[config.mk]
export PLATFORM = sky130hd
export DESIGN_NAME = ppm_p6_stream_parser_top
export DESIGN_NICKNAME = d
export VERILOG_FILES = /design/src/sv/ppm_pkg.sv /design/src/sv/ppm_engine.sv /design/src/sv/ppm_rsp_queue.sv /design/src/sv/ppm_p6_stream_parser_top.sv
export SDC_FILE = /design/constraint.sdc
export NUM_CORES = 1
export LEC_CHECK = 0
export BUFFER_PORTS_ARGS = -buffer_cell sky130_fd_sc_hd__buf_2
export CORE_MARGIN = 2
export CORE_UTILIZATION = 50
export CTS_CLUSTER_DIAMETER = 100
export DETAILED_ROUTE_END_ITERATION = 16
export PLACE_DENSITY = 0.65
export SLEW_MARGIN = 30
export SYNTH_ARGS = -nofsm -noshare
export SYNTH_HDL_FRONTEND = slang
export SYNTH_SLANG_ARGS = --single-unit
[constraint.sdc]
create_clock -name clock -period 8.7 [get_ports clock]
set_clock_uncertainty 0.15 [all_clocks]
set_input_delay 0.435 -clock clock [delete_from_list [all_inputs] [get_ports clock]]
set_output_delay 0.435 -clock clock [all_outputs]
set_load 0.05 [all_outputs]
[src/sv/ppm_pkg.sv]
// ----------------------------------------------------------------------------
// PPM P6 stream parser package
// Character codes, result kinds, error codes and sizing shared by the
// parser modules and the port checker.
// ----------------------------------------------------------------------------
package ppm_pkg;

   // default width of the image size, column and row fields
   localparam int unsigned DIM_BITS_DEFAULT = 16;

   // depth of the result queue; must leave room for the two results of one byte
   localparam int unsigned QUEUE_DEPTH = 4;

   // characters of the file format
   localparam logic [7:0] CHAR_P     = 8'h50;
   localparam logic [7:0] CHAR_SIX   = 8'h36;
   localparam logic [7:0] CHAR_HASH  = 8'h23;
   localparam logic [7:0] CHAR_SPACE = 8'h20;
   localparam logic [7:0] CHAR_ZERO  = 8'h30;
   localparam logic [7:0] CHAR_NINE  = 8'h39;
   localparam logic [7:0] CHAR_CR    = 8'h0D;
   localparam logic [7:0] CHAR_LF    = 8'h0A;

   // the only maxval accepted
   localparam int unsigned MAXVAL_REQUIRED = 255;

   // result kinds
   localparam logic [1:0] KIND_HEADER = 2'd0;
   localparam logic [1:0] KIND_PIXEL  = 2'd1;
   localparam logic [1:0] KIND_ERROR  = 2'd2;

   // error codes
   localparam logic [2:0] ERR_BAD_MAGIC  = 3'd0;
   localparam logic [2:0] ERR_EARLY_END  = 3'd1;
   localparam logic [2:0] ERR_ZERO_SIZE  = 3'd2;
   localparam logic [2:0] ERR_BAD_MAXVAL = 3'd3;
   localparam logic [2:0] ERR_SHORT_DATA = 3'd4;
   localparam logic [2:0] ERR_OVERFLOW   = 3'd5;

   // last pixel channel (blue)
   localparam logic [1:0] CHAN_BLUE = 2'd2;

   // packed width of one result: kind, width, height, pixel, channel,
   // column, row, last of image, error code, last result
   function automatic int unsigned rsp_bits(input int unsigned dim);
      return 4 * dim + 17;
   endfunction

endpackage

[src/sv/ppm_engine.sv]
// ----------------------------------------------------------------------------
// PPM parse engine
// Holds the parser state and works one byte per step: header scan, number
// accumulation, header checks and pixel tagging. Gives up to two results.
// ----------------------------------------------------------------------------
module ppm_engine #(
   parameter int unsigned DIM_BITS = ppm_pkg::DIM_BITS_DEFAULT
) (
   input  logic                                       clock,
   input  logic                                       reset,
   input  logic                                       step_i,
   input  logic [7:0]                                 byte_i,
   input  logic                                       eof_i,
   output logic [1:0]                                 push_cnt_o,
   output logic [ppm_pkg::rsp_bits(DIM_BITS)-1:0]     rsp0_o,
   output logic [ppm_pkg::rsp_bits(DIM_BITS)-1:0]     rsp1_o
);
   import ppm_pkg::*;

   typedef enum logic [3:0] {
      PH_MAGIC_P,
      PH_MAGIC_6,
      PH_WS_W,
      PH_NUM_W,
      PH_WS_H,
      PH_NUM_H,
      PH_WS_M,
      PH_NUM_M,
      PH_TERM,
      PH_CR,
      PH_PIX,
      PH_DONE,
      PH_IDLE
   } phase_type;

   typedef struct packed {
      logic [1:0]          kind;
      logic [DIM_BITS-1:0] width;
      logic [DIM_BITS-1:0] height;
      logic [7:0]          pixel;
      logic [1:0]          channel;
      logic [DIM_BITS-1:0] column;
      logic [DIM_BITS-1:0] row;
      logic                last_of_image;
      logic [2:0]          error_code;
      logic                last_result;
   } rsp_type;

   phase_type           phase_ff,   phase_in;
   logic                comment_ff, comment_in;
   logic [DIM_BITS-1:0] acc_ff,     acc_in;
   logic [DIM_BITS-1:0] width_ff,   width_in;
   logic [DIM_BITS-1:0] height_ff,  height_in;
   logic [DIM_BITS-1:0] col_ff,     col_in;
   logic [DIM_BITS-1:0] row_ff,     row_in;
   logic [1:0]          chan_ff,    chan_in;

   logic                is_digit;
   logic [3:0]          digit;
   logic                in_ws;
   logic [DIM_BITS-1:0] acc_base;
   logic [DIM_BITS+3:0] acc_prod;
   logic                acc_ovf;
   logic [DIM_BITS:0]   col_plus;
   logic [DIM_BITS:0]   row_plus;
   logic                pix_last;
   logic                sel_w;
   logic                sel_h;
   logic                num_go;
   logic                emit_norm;
   logic                hdr_put;
   logic                pix_put;
   logic                fail_put;
   logic [2:0]          fail_code;
   logic                hdr_phase;
   logic                eof_err;
   logic [1:0]          n_res;
   rsp_type             hdr_res;
   rsp_type             pix_res;
   rsp_type             err_res;
   rsp_type             eof_res;
   rsp_type             r0;
   rsp_type             r1;

   // classify the byte and form the next decimal value
   assign is_digit = (byte_i >= CHAR_ZERO) && (byte_i <= CHAR_NINE);
   assign digit    = 4'((byte_i - CHAR_ZERO) & 8'h0F);
   assign in_ws    = (phase_ff == PH_WS_W) || (phase_ff == PH_WS_H) || (phase_ff == PH_WS_M);
   assign acc_base = in_ws ? '0 : acc_ff;
   assign acc_prod = ({4'b0000, acc_base} << 3) + ({4'b0000, acc_base} << 1)
                   + (DIM_BITS+4)'(digit);
   assign acc_ovf  = |acc_prod[DIM_BITS+3:DIM_BITS];

   // position of the pixel following the current one
   assign col_plus = {1'b0, col_ff} + 1'b1;
   assign row_plus = {1'b0, row_ff} + 1'b1;
   assign pix_last = (chan_ff == CHAN_BLUE) && (col_plus == {1'b0, width_ff})
                   && (row_plus == {1'b0, height_ff});

   assign sel_w = (phase_ff == PH_WS_W) || (phase_ff == PH_NUM_W);
   assign sel_h = (phase_ff == PH_WS_H) || (phase_ff == PH_NUM_H);

   // next state for one byte
   always_comb begin
      phase_in   = phase_ff;
      comment_in = comment_ff;
      acc_in     = acc_ff;
      width_in   = width_ff;
      height_in  = height_ff;
      col_in     = col_ff;
      row_in     = row_ff;
      chan_in    = chan_ff;
      num_go     = 1'b0;
      emit_norm  = 1'b0;
      hdr_put    = 1'b0;
      pix_put    = 1'b0;
      fail_put   = 1'b0;
      fail_code  = ERR_BAD_MAGIC;

      // magic, whitespace and the byte-level phases
      unique case (phase_ff)
         PH_MAGIC_P: begin
            if (byte_i == CHAR_P) begin
               phase_in = PH_MAGIC_6;
            end else begin
               fail_put = 1'b1;
               fail_code = ERR_BAD_MAGIC;
            end
         end
         PH_MAGIC_6: begin
            if (byte_i == CHAR_SIX) begin
               phase_in = PH_WS_W;
            end else begin
               fail_put = 1'b1;
               fail_code = ERR_BAD_MAGIC;
            end
         end
         PH_WS_W, PH_WS_H, PH_WS_M: begin
            if (comment_ff) begin
               if (byte_i == CHAR_LF) begin
                  comment_in = 1'b0;
               end
            end else if (byte_i == CHAR_HASH) begin
               comment_in = 1'b1;
            end else if (byte_i > CHAR_SPACE) begin
               num_go = 1'b1;
            end
         end
         PH_NUM_W, PH_NUM_H, PH_NUM_M: begin
            num_go = 1'b1;
         end
         PH_TERM: begin
            if (byte_i == CHAR_LF) begin
               phase_in = PH_PIX;
            end else if (byte_i == CHAR_CR) begin
               phase_in = PH_CR;
            end else begin
               phase_in = PH_PIX;
               emit_norm = 1'b1;
            end
         end
         PH_CR: begin
            phase_in = PH_PIX;
            emit_norm = (byte_i != CHAR_LF);
         end
         PH_PIX: begin
            emit_norm = 1'b1;
         end
         PH_DONE, PH_IDLE: begin
         end
         default: begin
         end
      endcase

      // accumulate a digit, or end the number and run the next phases
      if (num_go) begin
         if (is_digit) begin
            if (acc_ovf) begin
               fail_put = 1'b1;
               fail_code = ERR_OVERFLOW;
            end else begin
               acc_in = acc_prod[DIM_BITS-1:0];
               phase_in = sel_w ? PH_NUM_W : (sel_h ? PH_NUM_H : PH_NUM_M);
            end
         end else begin
            acc_in = '0;
            priority if (sel_w) begin
               width_in = acc_base;
               if (byte_i == CHAR_HASH) begin
                  comment_in = 1'b1;
                  phase_in = PH_WS_H;
               end else if (byte_i <= CHAR_SPACE) begin
                  phase_in = PH_WS_H;
               end else begin
                  // height and maxval both end empty on this byte
                  fail_put = 1'b1;
                  fail_code = ERR_ZERO_SIZE;
               end
            end else if (sel_h) begin
               height_in = acc_base;
               if (byte_i == CHAR_HASH) begin
                  comment_in = 1'b1;
                  phase_in = PH_WS_M;
               end else if (byte_i <= CHAR_SPACE) begin
                  phase_in = PH_WS_M;
               end else begin
                  // maxval ends empty on this byte
                  fail_put = 1'b1;
                  fail_code = (width_ff == '0 || acc_base == '0) ? ERR_ZERO_SIZE
                                                                : ERR_BAD_MAXVAL;
               end
            end else begin
               if (width_ff == '0 || height_ff == '0) begin
                  fail_put = 1'b1;
                  fail_code = ERR_ZERO_SIZE;
               end else if (acc_base != DIM_BITS'(MAXVAL_REQUIRED)) begin
                  fail_put = 1'b1;
                  fail_code = ERR_BAD_MAXVAL;
               end else begin
                  hdr_put = 1'b1;
                  col_in = '0;
                  row_in = '0;
                  chan_in = '0;
                  if (byte_i == CHAR_LF) begin
                     phase_in = PH_PIX;
                  end else if (byte_i == CHAR_CR) begin
                     phase_in = PH_CR;
                  end else begin
                     // terminator byte is the first red component
                     phase_in = PH_PIX;
                     pix_put = 1'b1;
                     chan_in = 2'd1;
                  end
               end
            end
         end
      end

      // tag a pixel byte and advance channel, column and row
      if (emit_norm) begin
         pix_put = 1'b1;
         if (pix_last) begin
            phase_in = PH_DONE;
         end else if (chan_ff != CHAN_BLUE) begin
            chan_in = chan_ff + 2'd1;
         end else begin
            chan_in = '0;
            if (col_plus >= {1'b0, width_ff}) begin
               col_in = '0;
               row_in = row_plus[DIM_BITS-1:0];
            end else begin
               col_in = col_plus[DIM_BITS-1:0];
            end
         end
      end

      // an error parks the parser until the end of the file
      if (fail_put) begin
         phase_in = PH_IDLE;
         comment_in = 1'b0;
      end
   end

   // end of file while the header or the pixel data is still open
   assign hdr_phase = (phase_in == PH_MAGIC_P) || (phase_in == PH_MAGIC_6)
                   || (phase_in == PH_WS_W) || (phase_in == PH_NUM_W)
                   || (phase_in == PH_WS_H) || (phase_in == PH_NUM_H)
                   || (phase_in == PH_WS_M) || (phase_in == PH_NUM_M);
   assign eof_err = eof_i && (hdr_phase || (phase_in == PH_TERM)
                   || (phase_in == PH_CR) || (phase_in == PH_PIX));

   // build the result items
   always_comb begin
      hdr_res = '0;
      hdr_res.kind = KIND_HEADER;
      hdr_res.width = width_ff;
      hdr_res.height = height_ff;

      pix_res = '0;
      pix_res.kind = KIND_PIXEL;
      pix_res.pixel = byte_i;
      pix_res.channel = hdr_put ? 2'd0 : chan_ff;
      pix_res.column = hdr_put ? '0 : col_ff;
      pix_res.row = hdr_put ? '0 : row_ff;
      pix_res.last_of_image = !hdr_put && pix_last;

      err_res = '0;
      err_res.kind = KIND_ERROR;
      err_res.error_code = fail_code;

      eof_res = '0;
      eof_res.kind = KIND_ERROR;
      eof_res.error_code = hdr_phase ? ERR_EARLY_END : ERR_SHORT_DATA;

      r0 = '0;
      r1 = '0;
      n_res = 2'd0;
      priority if (hdr_put) begin
         r0 = hdr_res;
         n_res = 2'd1;
         if (pix_put) begin
            r1 = pix_res;
            n_res = 2'd2;
         end
      end else if (pix_put) begin
         r0 = pix_res;
         n_res = 2'd1;
      end else if (fail_put) begin
         r0 = err_res;
         n_res = 2'd1;
      end

      // end-of-file error takes the second place when the first is taken, replacing any second result
      if (eof_err) begin
         if (n_res == 2'd0) begin
            r0 = eof_res;
            n_res = 2'd1;
         end else begin
            r1 = eof_res;
            n_res = 2'd2;
         end
      end

      // flag the last result of this byte
      if (n_res == 2'd1) begin
         r0.last_result = 1'b1;
      end else if (n_res == 2'd2) begin
         r1.last_result = 1'b1;
      end
   end

   assign push_cnt_o = step_i ? n_res : 2'd0;
   assign rsp0_o     = r0;
   assign rsp1_o     = r1;

   // hold parser state; rearm after the last byte of a file
   always_ff @(posedge clock) begin
      if (reset) begin
         phase_ff   <= PH_MAGIC_P;
         comment_ff <= 1'b0;
         acc_ff     <= '0;
         width_ff   <= '0;
         height_ff  <= '0;
         col_ff     <= '0;
         row_ff     <= '0;
         chan_ff    <= '0;
      end else if (step_i) begin
         if (eof_i) begin
            phase_ff   <= PH_MAGIC_P;
            comment_ff <= 1'b0;
            acc_ff     <= '0;
            width_ff   <= '0;
            height_ff  <= '0;
            col_ff     <= '0;
            row_ff     <= '0;
            chan_ff    <= '0;
         end else begin
            phase_ff   <= phase_in;
            comment_ff <= comment_in;
            acc_ff     <= acc_in;
            width_ff   <= width_in;
            height_ff  <= height_in;
            col_ff     <= col_in;
            row_ff     <= row_in;
            chan_ff    <= chan_in;
         end
      end
   end

endmodule

[src/sv/ppm_rsp_queue.sv]
// ----------------------------------------------------------------------------
// PPM result queue
// Small register queue that takes up to two results per cycle and hands
// out one per transfer; reports whether two more results fit.
// ----------------------------------------------------------------------------
module ppm_rsp_queue #(
   parameter int unsigned DATA_BITS = ppm_pkg::rsp_bits(ppm_pkg::DIM_BITS_DEFAULT)
) (
   input  logic                 clock,
   input  logic                 reset,
   input  logic [1:0]           push_cnt_i,
   input  logic [DATA_BITS-1:0] push0_i,
   input  logic [DATA_BITS-1:0] push1_i,
   output logic                 room_o,
   output logic                 out_valid_o,
   input  logic                 out_ready_i,
   output logic [DATA_BITS-1:0] out_data_o
);
   import ppm_pkg::*;

   localparam int unsigned PTR_BITS = $clog2(QUEUE_DEPTH);
   localparam int unsigned CNT_BITS = $clog2(QUEUE_DEPTH + 1);

   logic [DATA_BITS-1:0] entry_ff [QUEUE_DEPTH];
   logic [PTR_BITS-1:0]  rd_ptr_ff, rd_ptr_in;
   logic [PTR_BITS-1:0]  wr_ptr_ff, wr_ptr_in;
   logic [CNT_BITS-1:0]  count_ff,  count_in;
   logic [PTR_BITS-1:0]  wr_ptr_next;
   logic                 pop;

   assign pop         = out_valid_o && out_ready_i;
   assign wr_ptr_next = wr_ptr_ff + 1'b1;

   // advance pointers and occupancy
   assign rd_ptr_in = rd_ptr_ff + PTR_BITS'(pop);
   assign wr_ptr_in = wr_ptr_ff + PTR_BITS'(push_cnt_i);
   assign count_in  = count_ff + CNT_BITS'(push_cnt_i) - CNT_BITS'(pop);

   always_ff @(posedge clock) begin
      if (reset) begin
         rd_ptr_ff <= '0;
         wr_ptr_ff <= '0;
         count_ff  <= '0;
      end else begin
         rd_ptr_ff <= rd_ptr_in;
         wr_ptr_ff <= wr_ptr_in;
         count_ff  <= count_in;
      end
   end

   // write one or two entries
   always_ff @(posedge clock) begin
      if (push_cnt_i != 2'd0) begin
         entry_ff[wr_ptr_ff] <= push0_i;
      end
      if (push_cnt_i == 2'd2) begin
         entry_ff[wr_ptr_next] <= push1_i;
      end
   end

   assign room_o      = count_ff <= CNT_BITS'(QUEUE_DEPTH - 2);
   assign out_valid_o = count_ff != '0;
   assign out_data_o  = entry_ff[rd_ptr_ff];

endmodule

[src/sv/ppm_p6_stream_parser_top.sv]
// ----------------------------------------------------------------------------
// PPM P6 stream parser
// Parses a binary PPM file byte by byte into a header result, tagged pixel
// bytes and error results.
// ----------------------------------------------------------------------------
// One file byte is taken per cycle, while req_ready is high, into an input
// register and worked by the parse engine once the queue has room; its
// results go into a four-entry result queue. With the queue empty, a byte
// passes from the input register into the queue, and its first result then
// shows on rsp_. A byte moves on from the input register whenever the queue
// holds at most two results, so with the result side ready the block
// sustains one byte per clock. A byte that gives two results (the header
// byte that is also the first pixel, or an end of file that adds an error
// after another result) leaves one more result queued; once three are
// queued the input register holds its byte while the result port drains.
// There is no start-up pass: the block is ready in the cycle after reset.
module ppm_p6_stream_parser_top #(
   parameter int unsigned DIM_BITS = ppm_pkg::DIM_BITS_DEFAULT
) (
   input  logic                clock,
   input  logic                reset,
   input  logic                req_valid,
   output logic                req_ready,
   input  logic [7:0]          req_data_byte,
   input  logic                req_end_of_file,
   output logic                rsp_valid,
   input  logic                rsp_ready,
   output logic [1:0]          rsp_kind,
   output logic [DIM_BITS-1:0] rsp_image_width_out,
   output logic [DIM_BITS-1:0] rsp_image_height_out,
   output logic [7:0]          rsp_pixel_value,
   output logic [1:0]          rsp_channel,
   output logic [DIM_BITS-1:0] rsp_column,
   output logic [DIM_BITS-1:0] rsp_row,
   output logic                rsp_last_of_image,
   output logic [2:0]          rsp_error_code,
   output logic                rsp_last_result
);
   import ppm_pkg::*;

   localparam int unsigned RSP_BITS = rsp_bits(DIM_BITS);

   typedef struct packed {
      logic [1:0]          kind;
      logic [DIM_BITS-1:0] width;
      logic [DIM_BITS-1:0] height;
      logic [7:0]          pixel;
      logic [1:0]          channel;
      logic [DIM_BITS-1:0] column;
      logic [DIM_BITS-1:0] row;
      logic                last_of_image;
      logic [2:0]          error_code;
      logic                last_result;
   } rsp_type;

   logic                in_valid_ff, in_valid_in;
   logic [7:0]          in_byte_ff;
   logic                in_eof_ff;
   logic                room;
   logic                step;
   logic                req_xfer;
   logic [1:0]          push_cnt;
   logic [RSP_BITS-1:0] push0;
   logic [RSP_BITS-1:0] push1;
   logic [RSP_BITS-1:0] head_bits;
   rsp_type             head;

   // input register: free it when the byte goes to the engine
   assign step        = in_valid_ff && room;
   assign req_ready   = !in_valid_ff || room;
   assign req_xfer    = req_valid && req_ready;
   assign in_valid_in = req_xfer || (in_valid_ff && !step);

   always_ff @(posedge clock) begin
      if (reset) begin
         in_valid_ff <= 1'b0;
      end else begin
         in_valid_ff <= in_valid_in;
      end
   end

   // hold the byte of the current transfer
   always_ff @(posedge clock) begin
      if (req_xfer) begin
         in_byte_ff <= req_data_byte;
         in_eof_ff  <= req_end_of_file;
      end
   end

   ppm_engine #(
      .DIM_BITS (DIM_BITS)
   ) u_engine (
      .clock      (clock),
      .reset      (reset),
      .step_i     (step),
      .byte_i     (in_byte_ff),
      .eof_i      (in_eof_ff),
      .push_cnt_o (push_cnt),
      .rsp0_o     (push0),
      .rsp1_o     (push1)
   );

   ppm_rsp_queue #(
      .DATA_BITS (RSP_BITS)
   ) u_queue (
      .clock       (clock),
      .reset       (reset),
      .push_cnt_i  (push_cnt),
      .push0_i     (push0),
      .push1_i     (push1),
      .room_o      (room),
      .out_valid_o (rsp_valid),
      .out_ready_i (rsp_ready),
      .out_data_o  (head_bits)
   );

   // split the queue head onto the result ports
   assign head                 = head_bits;
   assign rsp_kind             = head.kind;
   assign rsp_image_width_out  = head.width;
   assign rsp_image_height_out = head.height;
   assign rsp_pixel_value      = head.pixel;
   assign rsp_channel          = head.channel;
   assign rsp_column           = head.column;
   assign rsp_row              = head.row;
   assign rsp_last_of_image    = head.last_of_image;
   assign rsp_error_code       = head.error_code;
   assign rsp_last_result      = head.last_result;

endmodule

# Yosys cells after proc, flatten, opt, wreduce, memory -nomap -nowiden
# Memory sizes are Yosys's and may differ from the RTL's. A register that Yosys moved wholly into a read port is not among the register bits.
# Index checks and enable logic that the tools add are counted.
# totals
output_inout_bits,83
ram_bits,324
mem_count,1
inputBits,13
register_bits,104
# classes
reduce_logical,47
magnitude_cmp,6
n_eq_ne,37
muxes,153
n_addsub,11
# mem_list
memory,words,width,rd,rd_clocked_by_memory_dff,write_ports,line,rtl
u_queue.entry_ff,4,81,1,1,2,ppm_rsp_queue.sv:24,logic [DATA_BITS-1:0] entry_ff [QUEUE_DEPTH];
# ops
op,count
81-bit two-way mux,8
16-bit two-way mux,38
80-bit two-way mux,1
4-bit two-way mux,19
1-bit two-way mux,50
16-bit zero test,3
2-bit two-way mux,23
"16-bit by 1-bit adder with 17-bit output, second input constant",2
17-bit by 16-bit equality test with 1-bit output,2
"4-bit by 3-bit equality test with 1-bit output, second input constant",8
3-bit two-way mux,10
"4-bit equality test, second input constant",6
19-bit by 17-bit adder with 20-bit output,1
20-bit by 4-bit adder with 20-bit output,1
1-bit logical OR,18
17-bit by 16-bit greater-or-equal comparator with 1-bit output,1
"4-bit by 2-bit equality test with 1-bit output, second input constant",4
"8-bit by 4-bit equality test with 1-bit output, second input constant",2
"8-bit by 6-bit equality test with 1-bit output, second input constant",2
"8-bit by 6-bit <= comparator with 1-bit output, second input constant",2
"16-bit by 8-bit inequality test with 1-bit output, second input constant",1
4-bit one-hot mux with 4 select lines,1
1-bit logical AND,9
"4-bit by 1-bit equality test with 1-bit output, second input constant",2
27 further kinds,40

# Logic depth before layout (Yosys ltp)
# Gate-level depths: netlist (run 1).
# depth
depth_word,31
mapped_depth,22
ltp_nobuf,21

# Modules after synthesis
# A second synthesis (run 1) with hierarchy kept.
# hier_totals
cells_unflattened,1911
hier_area_um2,25125.3
# by_module_without_submodules
module,area_each_um2,instances,cells_each
ppm_rsp_queue,16864.9,1,828
ppm_engine,7927.6,1,1068
ppm_p6_stream_parser_top,332.8,1,15

# Worst setup path after synthesis (run 1)
# No wires, ideal clock.
# synth_path
path_type,flip-flop to flip-flop
startpoint,reg u_engine.phase_ff[1]
endpoint,mem u_queue.entry_ff[3][0] (netlist bit) (enable)
arrival_time_ps,5623
stages_incl_launch_ff,18
slack_ps,2466
setup_time_ps,461
synth_period_minus_slack_ps,6234
required_time_ps,8089
path_cell_list,dfxtp_1 -> buf_2 -> o21ba_2 -> nand2_1 -> clkbuf_1 -> and2_1 -> ha_1 -> ha_1 -> fa_1 -> nand3_1 -> a21oi_1 -> o21ai_0 -> a31oi_1 -> o221ai_1 -> nor3_1 -> o21a_1 -> o21a_1 -> o21ai_1
# synth_lines
item,line,rtl
from (decl),ppm_engine.sv:49,"phase_type phase_ff, phase_in;"
from (signal assigned),ppm_engine.sv:358,phase_ff <= phase_in;
to (decl),ppm_rsp_queue.sv:24,

==> summary.txt, run 1 <==
Outcome
  • Outcome: complete, no violations

Layout
  • Inserted Diodes: 0
  • Area grow syn2layout: 9.89%
  • Nets: 2195
  • Fin util: 55.8%
  • Layout cells sized above 1: 14.7%
  • Cell Count, Final, Fillers Out: 2750

Detailed routing
  • Vias: 17100
  • Routed vias/inst: 6.23
  • Number of remaining DRC errors: 0
  • Routed WL per cell: 22.1 um
  • Post-route ant nets: 0
  • Drt first pass iters: 5
  • Routed WL: 60800 um
  • Iteration-0 DRC Markers: 1700

Die
  • Initial cell density of the core: 50.8%
  • Cell Rows: 76
  • Core ar.: 43200 um2
  • Vert. Die Dim: 213 um
  • Die area: 45600 um2
  • Chip width: 213 um
  • I/O Pins: 96

Critical path
  • Critical R2R Launch: u_engine.phase_ff[0]
  • Worst setup EP type: register
  • CP max stage cell: buf_4
  • Crit Path Class: reg2reg
  • Delay-heaviest family, CP: compound AO/OA/AOI/OAI gates
  • R2R Setup Slk: 2320 ps
  • Max FO, Critical Path: 66
  • Critical Path Source Type: register
  • Crit path DAT: 6450 ps
  • Crit path largest cell delay: 630 ps
  • Reg2Reg Depth: 18
  • FF-to-FF End: u_queue.entry_ff[3][35]
  • CP Data Required Time: 8770 ps
  • Crit path cell chain: inv_1 -> nand2_1 -> nand2_1 -> xnor2_1 -> ha_1 -> a31o_2 -> ha_1 -> o211ai_1 -> o21ai_0 -> o21a_1 -> a21oi_1 -> o221ai_1 -> nor3_1 -> nor3_4 -> o31ai_4 -> buf_4 -> o21ai_4 -> buf_4
  • WP buf/inv: 3

GRT
  • GRT overflow: 0
  • Vias in the first global route: 16600
  • Initial antenna violation count: 0
  • Largest net degree at the start of global routing: 124
  • First-pass GRT wire length: 95200 um
  • Overall Global Routing Usage: 26.8%

Power and ir drop
  • P_leak: 8.55 nW
  • Worst VDD drop: 0.000180 V
  • Pwr Density: 221 nW/um2

STA
  • Setup tns final: 0 ps
  • Setup violators final: 0
  • Slew margin rel.: 35.0%
  • Max Freq: 157 MHz
  • Max Transition Viols Final: 0
  • Period utilization: 73.3%
  • Crit path time final: 6380 ps
  • Slew @ Worst Pin: 976 ps
  • Hold Violations, Final: 0
  • RSZ-0062 raised after global routing: false

Yosys
  • Async SR Flop Fraction: 0%
  • Library cells used by synthesis: 85
  • Prevailing post-synth register cell: dfxtp_1
  • Post-Syn Instances: 2155
  • Area contributors post-synth: edfxtp_1 28%, dfxtp_1 21%, mux4_2 8.3%
  • Synth Warn #: 0
  • Seq cells post-synth: 428
  • Seq/Total Area, Yosys: 48.2%
  • Mapped cell area: 21900 um2
  • Yosys top cell by area: edfxtp_1
  • Syn_area_per_cell: 10.2 um2
  • Post-Syn Nets: 2222
  • Post-synth EDFFs: 201
  • Synth top area share: 27.5%

Place
  • Number of port buffers: 95
  • Post-detail-place hpwl: 37900 um
  • GP Congestion: 0.890
  • Placed cell count: 2654

Worst hold path
  • Hold path cells: 3
  • Worst hold path class: in2reg
  • Worst Hold End: u_engine.phase_ff[0]
  • Hold path start: reset

Clock tree
  • TritonCTS Buffers: 45
  • Clk Tree Root Cell: clkbuf_16
  • CTS tree: yes
  • Worst skew pair latency: 590 ps
  • Clk slew on worst S/H paths: 60 ps
  • CTS H-tree depth: 2
  • Clk sink count: 428
  • Clock Path Buffers: 3
  • Setup Fix Bufs, Post-CTS: 0

Run
  • Max Cap Viol: 0
==> where the power goes <==
| part | total (mW) | internal, mW | switching [mW] |
|---|---|---|---|
| registers | 2.29 | 2.19 | 0.105 |
| clock network | 1.90 | 1.07 | 0.828 |
| logic | 1.13 | 0.345 | 0.790 |
==> layout make-up <==
cell class	count	area (um2)
fill	3773	19100
sequential	428	10600
multi-input combinational	1482	10300
clock buffer	59	1210
timing repair buffer	131	851
tap	585	732
clock inverter	25	224
inverter	40	150
==> worst reg2reg max path, stage by stage (launching register included) <==
cell and delay (ps):
dfxtp_1 620, inv_1 190, nand2_1 450, nand2_1 240, xnor2_1 180, ha_1 200
a31o_2 210, ha_1 350, o211ai_1 180, o21ai_0 180, o21a_1 270, a21oi_1 300
o221ai_1 220, nor3_1 550, nor3_4 220, o31ai_4 300, buf_4 640, o21ai_4 130
buf_4 390
==> sequential cells by signal, indices dropped and copies added, names as in the netlist, 2 cells and up <==
name                cells
u_engine.width_ff      16
u_engine.row_ff        16
u_engine.height_ff     16
u_queue.entry_ff      324
u_engine.chan_ff        2
u_queue.rd_ptr_ff       2
u_queue.count_ff        3
u_engine.col_ff        16
in_byte_ff              8
u_engine.acc_ff        16
u_queue.wr_ptr_ff       2
u_engine.phase_ff       4
==> synthesized netlist by cell type (40+ instances only) <==
cell	n
a21oi_1	87
nor3_1	45
nand3_1	63
nand2_1	229
inv_1	40
clkbuf_1	120
ha_1	52
nand4_1	143
mux4_2	81
dfxtp_1	227
and3_1	136
nor2_1	119
o21ai_1	143
edfxtp_1	201
==> metrics by stage <==
stage	cell area [um2]	hold WS (ps)	worst slack [ps]	total power, mW
after floorplan	21900	275	2470	3.18
after global placement	22400	283	2300	3.46
after detailed placement	22500	288	2150	3.47
after CTS	24000	237	2120	5.36
after global routing	24100	268	1660	5.51
final	24100	254	2320	5.33
==> cell families (layout without fill, tap and decap cells) <==
| group | Yosys count | in the layout | synth area share (%) |
|---|---|---|---|
| and+or+nand+nor | 880 | 880 | 21.1 |
| DFF | 428 | 428 | 48.2 |
| AOI/OAI and AO/OA | 397 | 397 | 11.2 |
| buffers and inverters | 245 | 255 | 5.11 |
| muxes | 102 | 102 | 9.29 |
| adders and majority gates | 54 | 54 | 3.15 |
| xor gates and xnor gates | 49 | 49 | 1.96 |
==> worst max path at each step <==
stage | start | end | slack (ps) | cells after the start
2_1_floorplan | u_engine.phase_ff[1] | u_queue.entry_ff[3][0] | 2470 | 17
3_3_place_gp | u_engine.phase_ff[3] | u_queue.entry_ff[2][27] | 2300 | 18
3_5_place_dp | u_engine.phase_ff[0] | u_queue.entry_ff[2][27] | 2150 | 18
4_1_cts | u_engine.phase_ff[0] | u_queue.entry_ff[2][24] | 2120 | 18
5_1_grt | u_engine.phase_ff[0] | u_queue.count_ff[2] | 1660 | 21
6_report | u_engine.phase_ff[0] | u_queue.entry_ff[3][35] | 2320 | 18
==> layout by cell type (no fill, tap or decap), drive strengths merged, types with 19 or more instances in the layout <==
master / n
xnor2: 34
clkbuf: 59
nand3: 65
clkinv: 19
dfxtp: 227
nand2: 229
buf: 121
and3: 136
o21ai: 176
nor2b: 23
nor3: 48
mux4: 81
mux2i: 19
ha: 52
nor2: 121
edfxtp: 201
inv: 41
and2: 38
nor4: 19
a21oi: 89
nand4: 144
==> repair_timing <==
item,in CTS,in global routing
hold endpoints to repair,10,0
resized for setup,0,0
hold buffers,10,0
==> layer usage <==
| metal | GRT usage, % | wire length (um) | up-vias | share of wire, % |
|---|---|---|---|---|
| li1 | - | - | 7967 | - |
| met1 | 36.7 | 26000 | 8460 | 43 |
| met2 | 44.7 | 29300 | 615 | 48 |
| met3 | 3.76 | 3950 | 102 | 6.5 |
| met4 | 7.52 | 1540 | 0 | 2.5 |
| met5 | 0 | 0 | - | 0 |
Power figures use the tool's default switching activity.
==> run 2: changes to the inputs <==
==> constraint.sdc (replaced) <==
create_clock -name clock -period 5.9 [get_ports clock]
set_clock_uncertainty 0.15 [all_clocks]
set_input_delay 0.295 -clock clock [delete_from_list [all_inputs] [get_ports clock]]
set_output_delay 0.295 -clock clock [all_outputs]
set_load 0.05 [all_outputs]
==> run 2 against run 1 <==
  * Sequential cell count unchanged
  * Sequential power up 47%
  * Core utilization up 0.79 points
  * Die area unchanged
  * Cell area up 1.4%
==> summary.txt, run 2 (synthesized netlist as in run 1, its figures left out) <==
Outcome
  • Outcome: complete, no violations

Detailed routing
  • Drt first pass iters: 8
  • Vias: 17200
  • Number of remaining DRC errors: 0
  • Iteration-0 DRC Markers: 1626
  • Routed vias/inst: 6.21
  • Routed WL: 61600 um
  • Post-route ant nets: 0
  • Routed WL per cell: 22.2 um

Clock tree
  • Clk slew on worst S/H paths: 60 ps
  • Clk Tree Root Cell: clkbuf_16
  • Clk sink count: 428
  • TritonCTS Buffers: 46
  • Clock Path Buffers: 3
  • CTS tree: yes
  • CTS H-tree depth: 2
  • Worst skew pair latency: 600 ps

Power and ir drop
  • Clock group share of total power: 37.5%
  • Worst VDD drop: 0.000204 V
  • Pwr Density: 334 nW/um2
  • Switching Power: 2.57 mW
  • Combinational share of power: 21.3%
  • Sw frac: 31.5%
  • Flop pwr share: 41.2%
  • P_int: 5.60 mW
  • P_leak: 8.70 nW

Layout
  • Most frequent cells in the layout: 227 x nand2_1, 225 x dfxtp_1, 201 x edfxtp_1
  • Layout cells sized above 1: 15.4%
  • Area grow syn2layout: 11.4%
  • Fin util: 56.6%
  • Fillers: 3776
  • Commonest non-fill, non-tap cell in the layout: nand2_1
  • Nets: 2213
  • Top reg by flops: u_queue.entry_ff
  • Inserted Diodes: 0
  • Max reg flops: 324

Place
  • Post-detail-place hpwl: 38500 um
  • GP Congestion: 0.902
  • Number of port buffers: 95

Critical path
  • Max FO, Critical Path: 8
  • Critical Path Source Type: register
  • Most frequent CP cell: xnor2_1
  • CP max stage cell: fa_1
  • CP Data Required Time: 6190 ps
  • Crit path cell chain: o21ba_2 -> nand2_1 -> nand2_1 -> xnor2_1 -> ha_1 -> a31o_2 -> ha_1 -> o211ai_1 -> o21ai_0 -> o21a_1 -> a21oi_1 -> o221ai_1 -> nor3_1 -> buf_4 -> nor3_4 -> nor3_2 -> nand3_1 -> or2_1 -> fa_1 -> xnor2_1 -> xnor2_1 -> nor2_1
  • Crit Path Class: reg2reg
  • Crit path largest cell delay: 430 ps
  • Crit path DAT: 5870 ps
  • Worst setup EP type: register

Die
  • Cell Rows: 76
  • Initial cell density of the core: 50.8%
  • Chip width: 213 um
  • Vert. Die Dim: 213 um
  • Core ar.: 43200 um2
  • I/O Pins: 96
  • Die area: 45600 um2

STA
  • Period utilization: 94.7%
  • Hold Violations, Final: 0
  • Crit path time final: 5590 ps
  • RSZ-0062 raised after global routing: false
  • Slew margin rel.: 32.2%
  • Max Transition Viols Final: 0
  • Slew @ Worst Pin: 1020 ps
  • Setup tns final: 0 ps
  • Setup violators final: 0
  • Max Freq: 179 MHz

GRT
  • Initial antenna violation count: 0
  • Largest net degree at the start of global routing: 93
  • GRT overflow: 0
  • First-pass GRT wire length: 95200 um
  • Vias in the first global route: 16700
  • Overall Global Routing Usage: 27.0%

Worst hold path
  • Worst hold path class: in2reg

Run
  • Max Cap Viol: 0
==> run 2: final timing paths <==
path / to / startpoint / cells after the start / slack (ps)
max: u_queue.count_ff[2] / u_engine.phase_ff[2] / 22 / 310
min: u_engine.col_ff[1] / reset / 3 / 30
min reg2reg: u_queue.entry_ff[1][55] / u_queue.entry_ff[1][55] / 2 / 290
max reg2reg: u_queue.count_ff[2] / u_engine.phase_ff[2] / 22 / 310
==> run 2: final cells by class <==
class                           instances  area (um2)  area share (%)
Clock buffer                           61        1240            5.06
Timing Repair Buffer                  148        1030            4.23
Sequential cell                       428       10600            43.3
Multi-Input combinational cell       1482       10300            42.3
Inverter                               40         150           0.614
Tap cell                              585         732            2.99
Clock inverter                         24         363            1.48
==> run 2: power by group through the flow <==
| stage | clock (mW) | combinational, mW | sequential, mW |
|---|---|---|---|
| final | 3.07 | 1.74 | 3.37 |
| after global routing | 3.22 | 1.83 | 3.38 |
| after CTS | 3.10 | 1.74 | 3.36 |
| after detailed placement | 0 | 1.74 | 3.43 |
| after global placement | 0 | 1.70 | 3.44 |
| after floorplan | 0 | 1.38 | 3.32 |
==> run 2: layer usage <==
layer	up-vias	share of wire (%)	global-route usage, %	wire length [um]
li1	7998	-	-	-
met3	115	7.5	5.30	4620
met1	8435	42	35.7	25600
met5	-	0.11	1.08	68
met2	636	48	44.2	29400
met4	2	3.1	9.53	1880
==> run 2: critical path, delay by kind of cell, from the launching register on <==
kind                       cells  cell delay, ps
AOI/OAI and AO/OA              7            1610
xor gates and xnor gates       3             510
adders and majority gates      3             970
buffers and inverters          1             200
DFF                            1             310
and+or+nand+nor                8            1680
==> run 2: repair_timing <==
item / in CTS / in global routing
endpoints found under the setup margin: 0 / 1
gates resized for setup: 0 / 3
hold buffers: 10 / 0
endpoints found under the hold margin: 10 / 0
buffers inserted: 0 / 0
==> run 2: per-stage QoR <==
step           total power, mW  std cells  cell area [um2]  setup WS, ps  hold WS (ps)
6_report                  8.17       2768            24400           314          34.1
5_1_grt                   8.43       2768            24400          39.2          69.0
2_1_floorplan             4.71       2155            21900           411           244
3_3_place_gp              5.14       2671            22700           592           282
4_1_cts                   8.21       2767            24400           369          5.63
3_5_place_dp              5.16       2672            22700           393           289
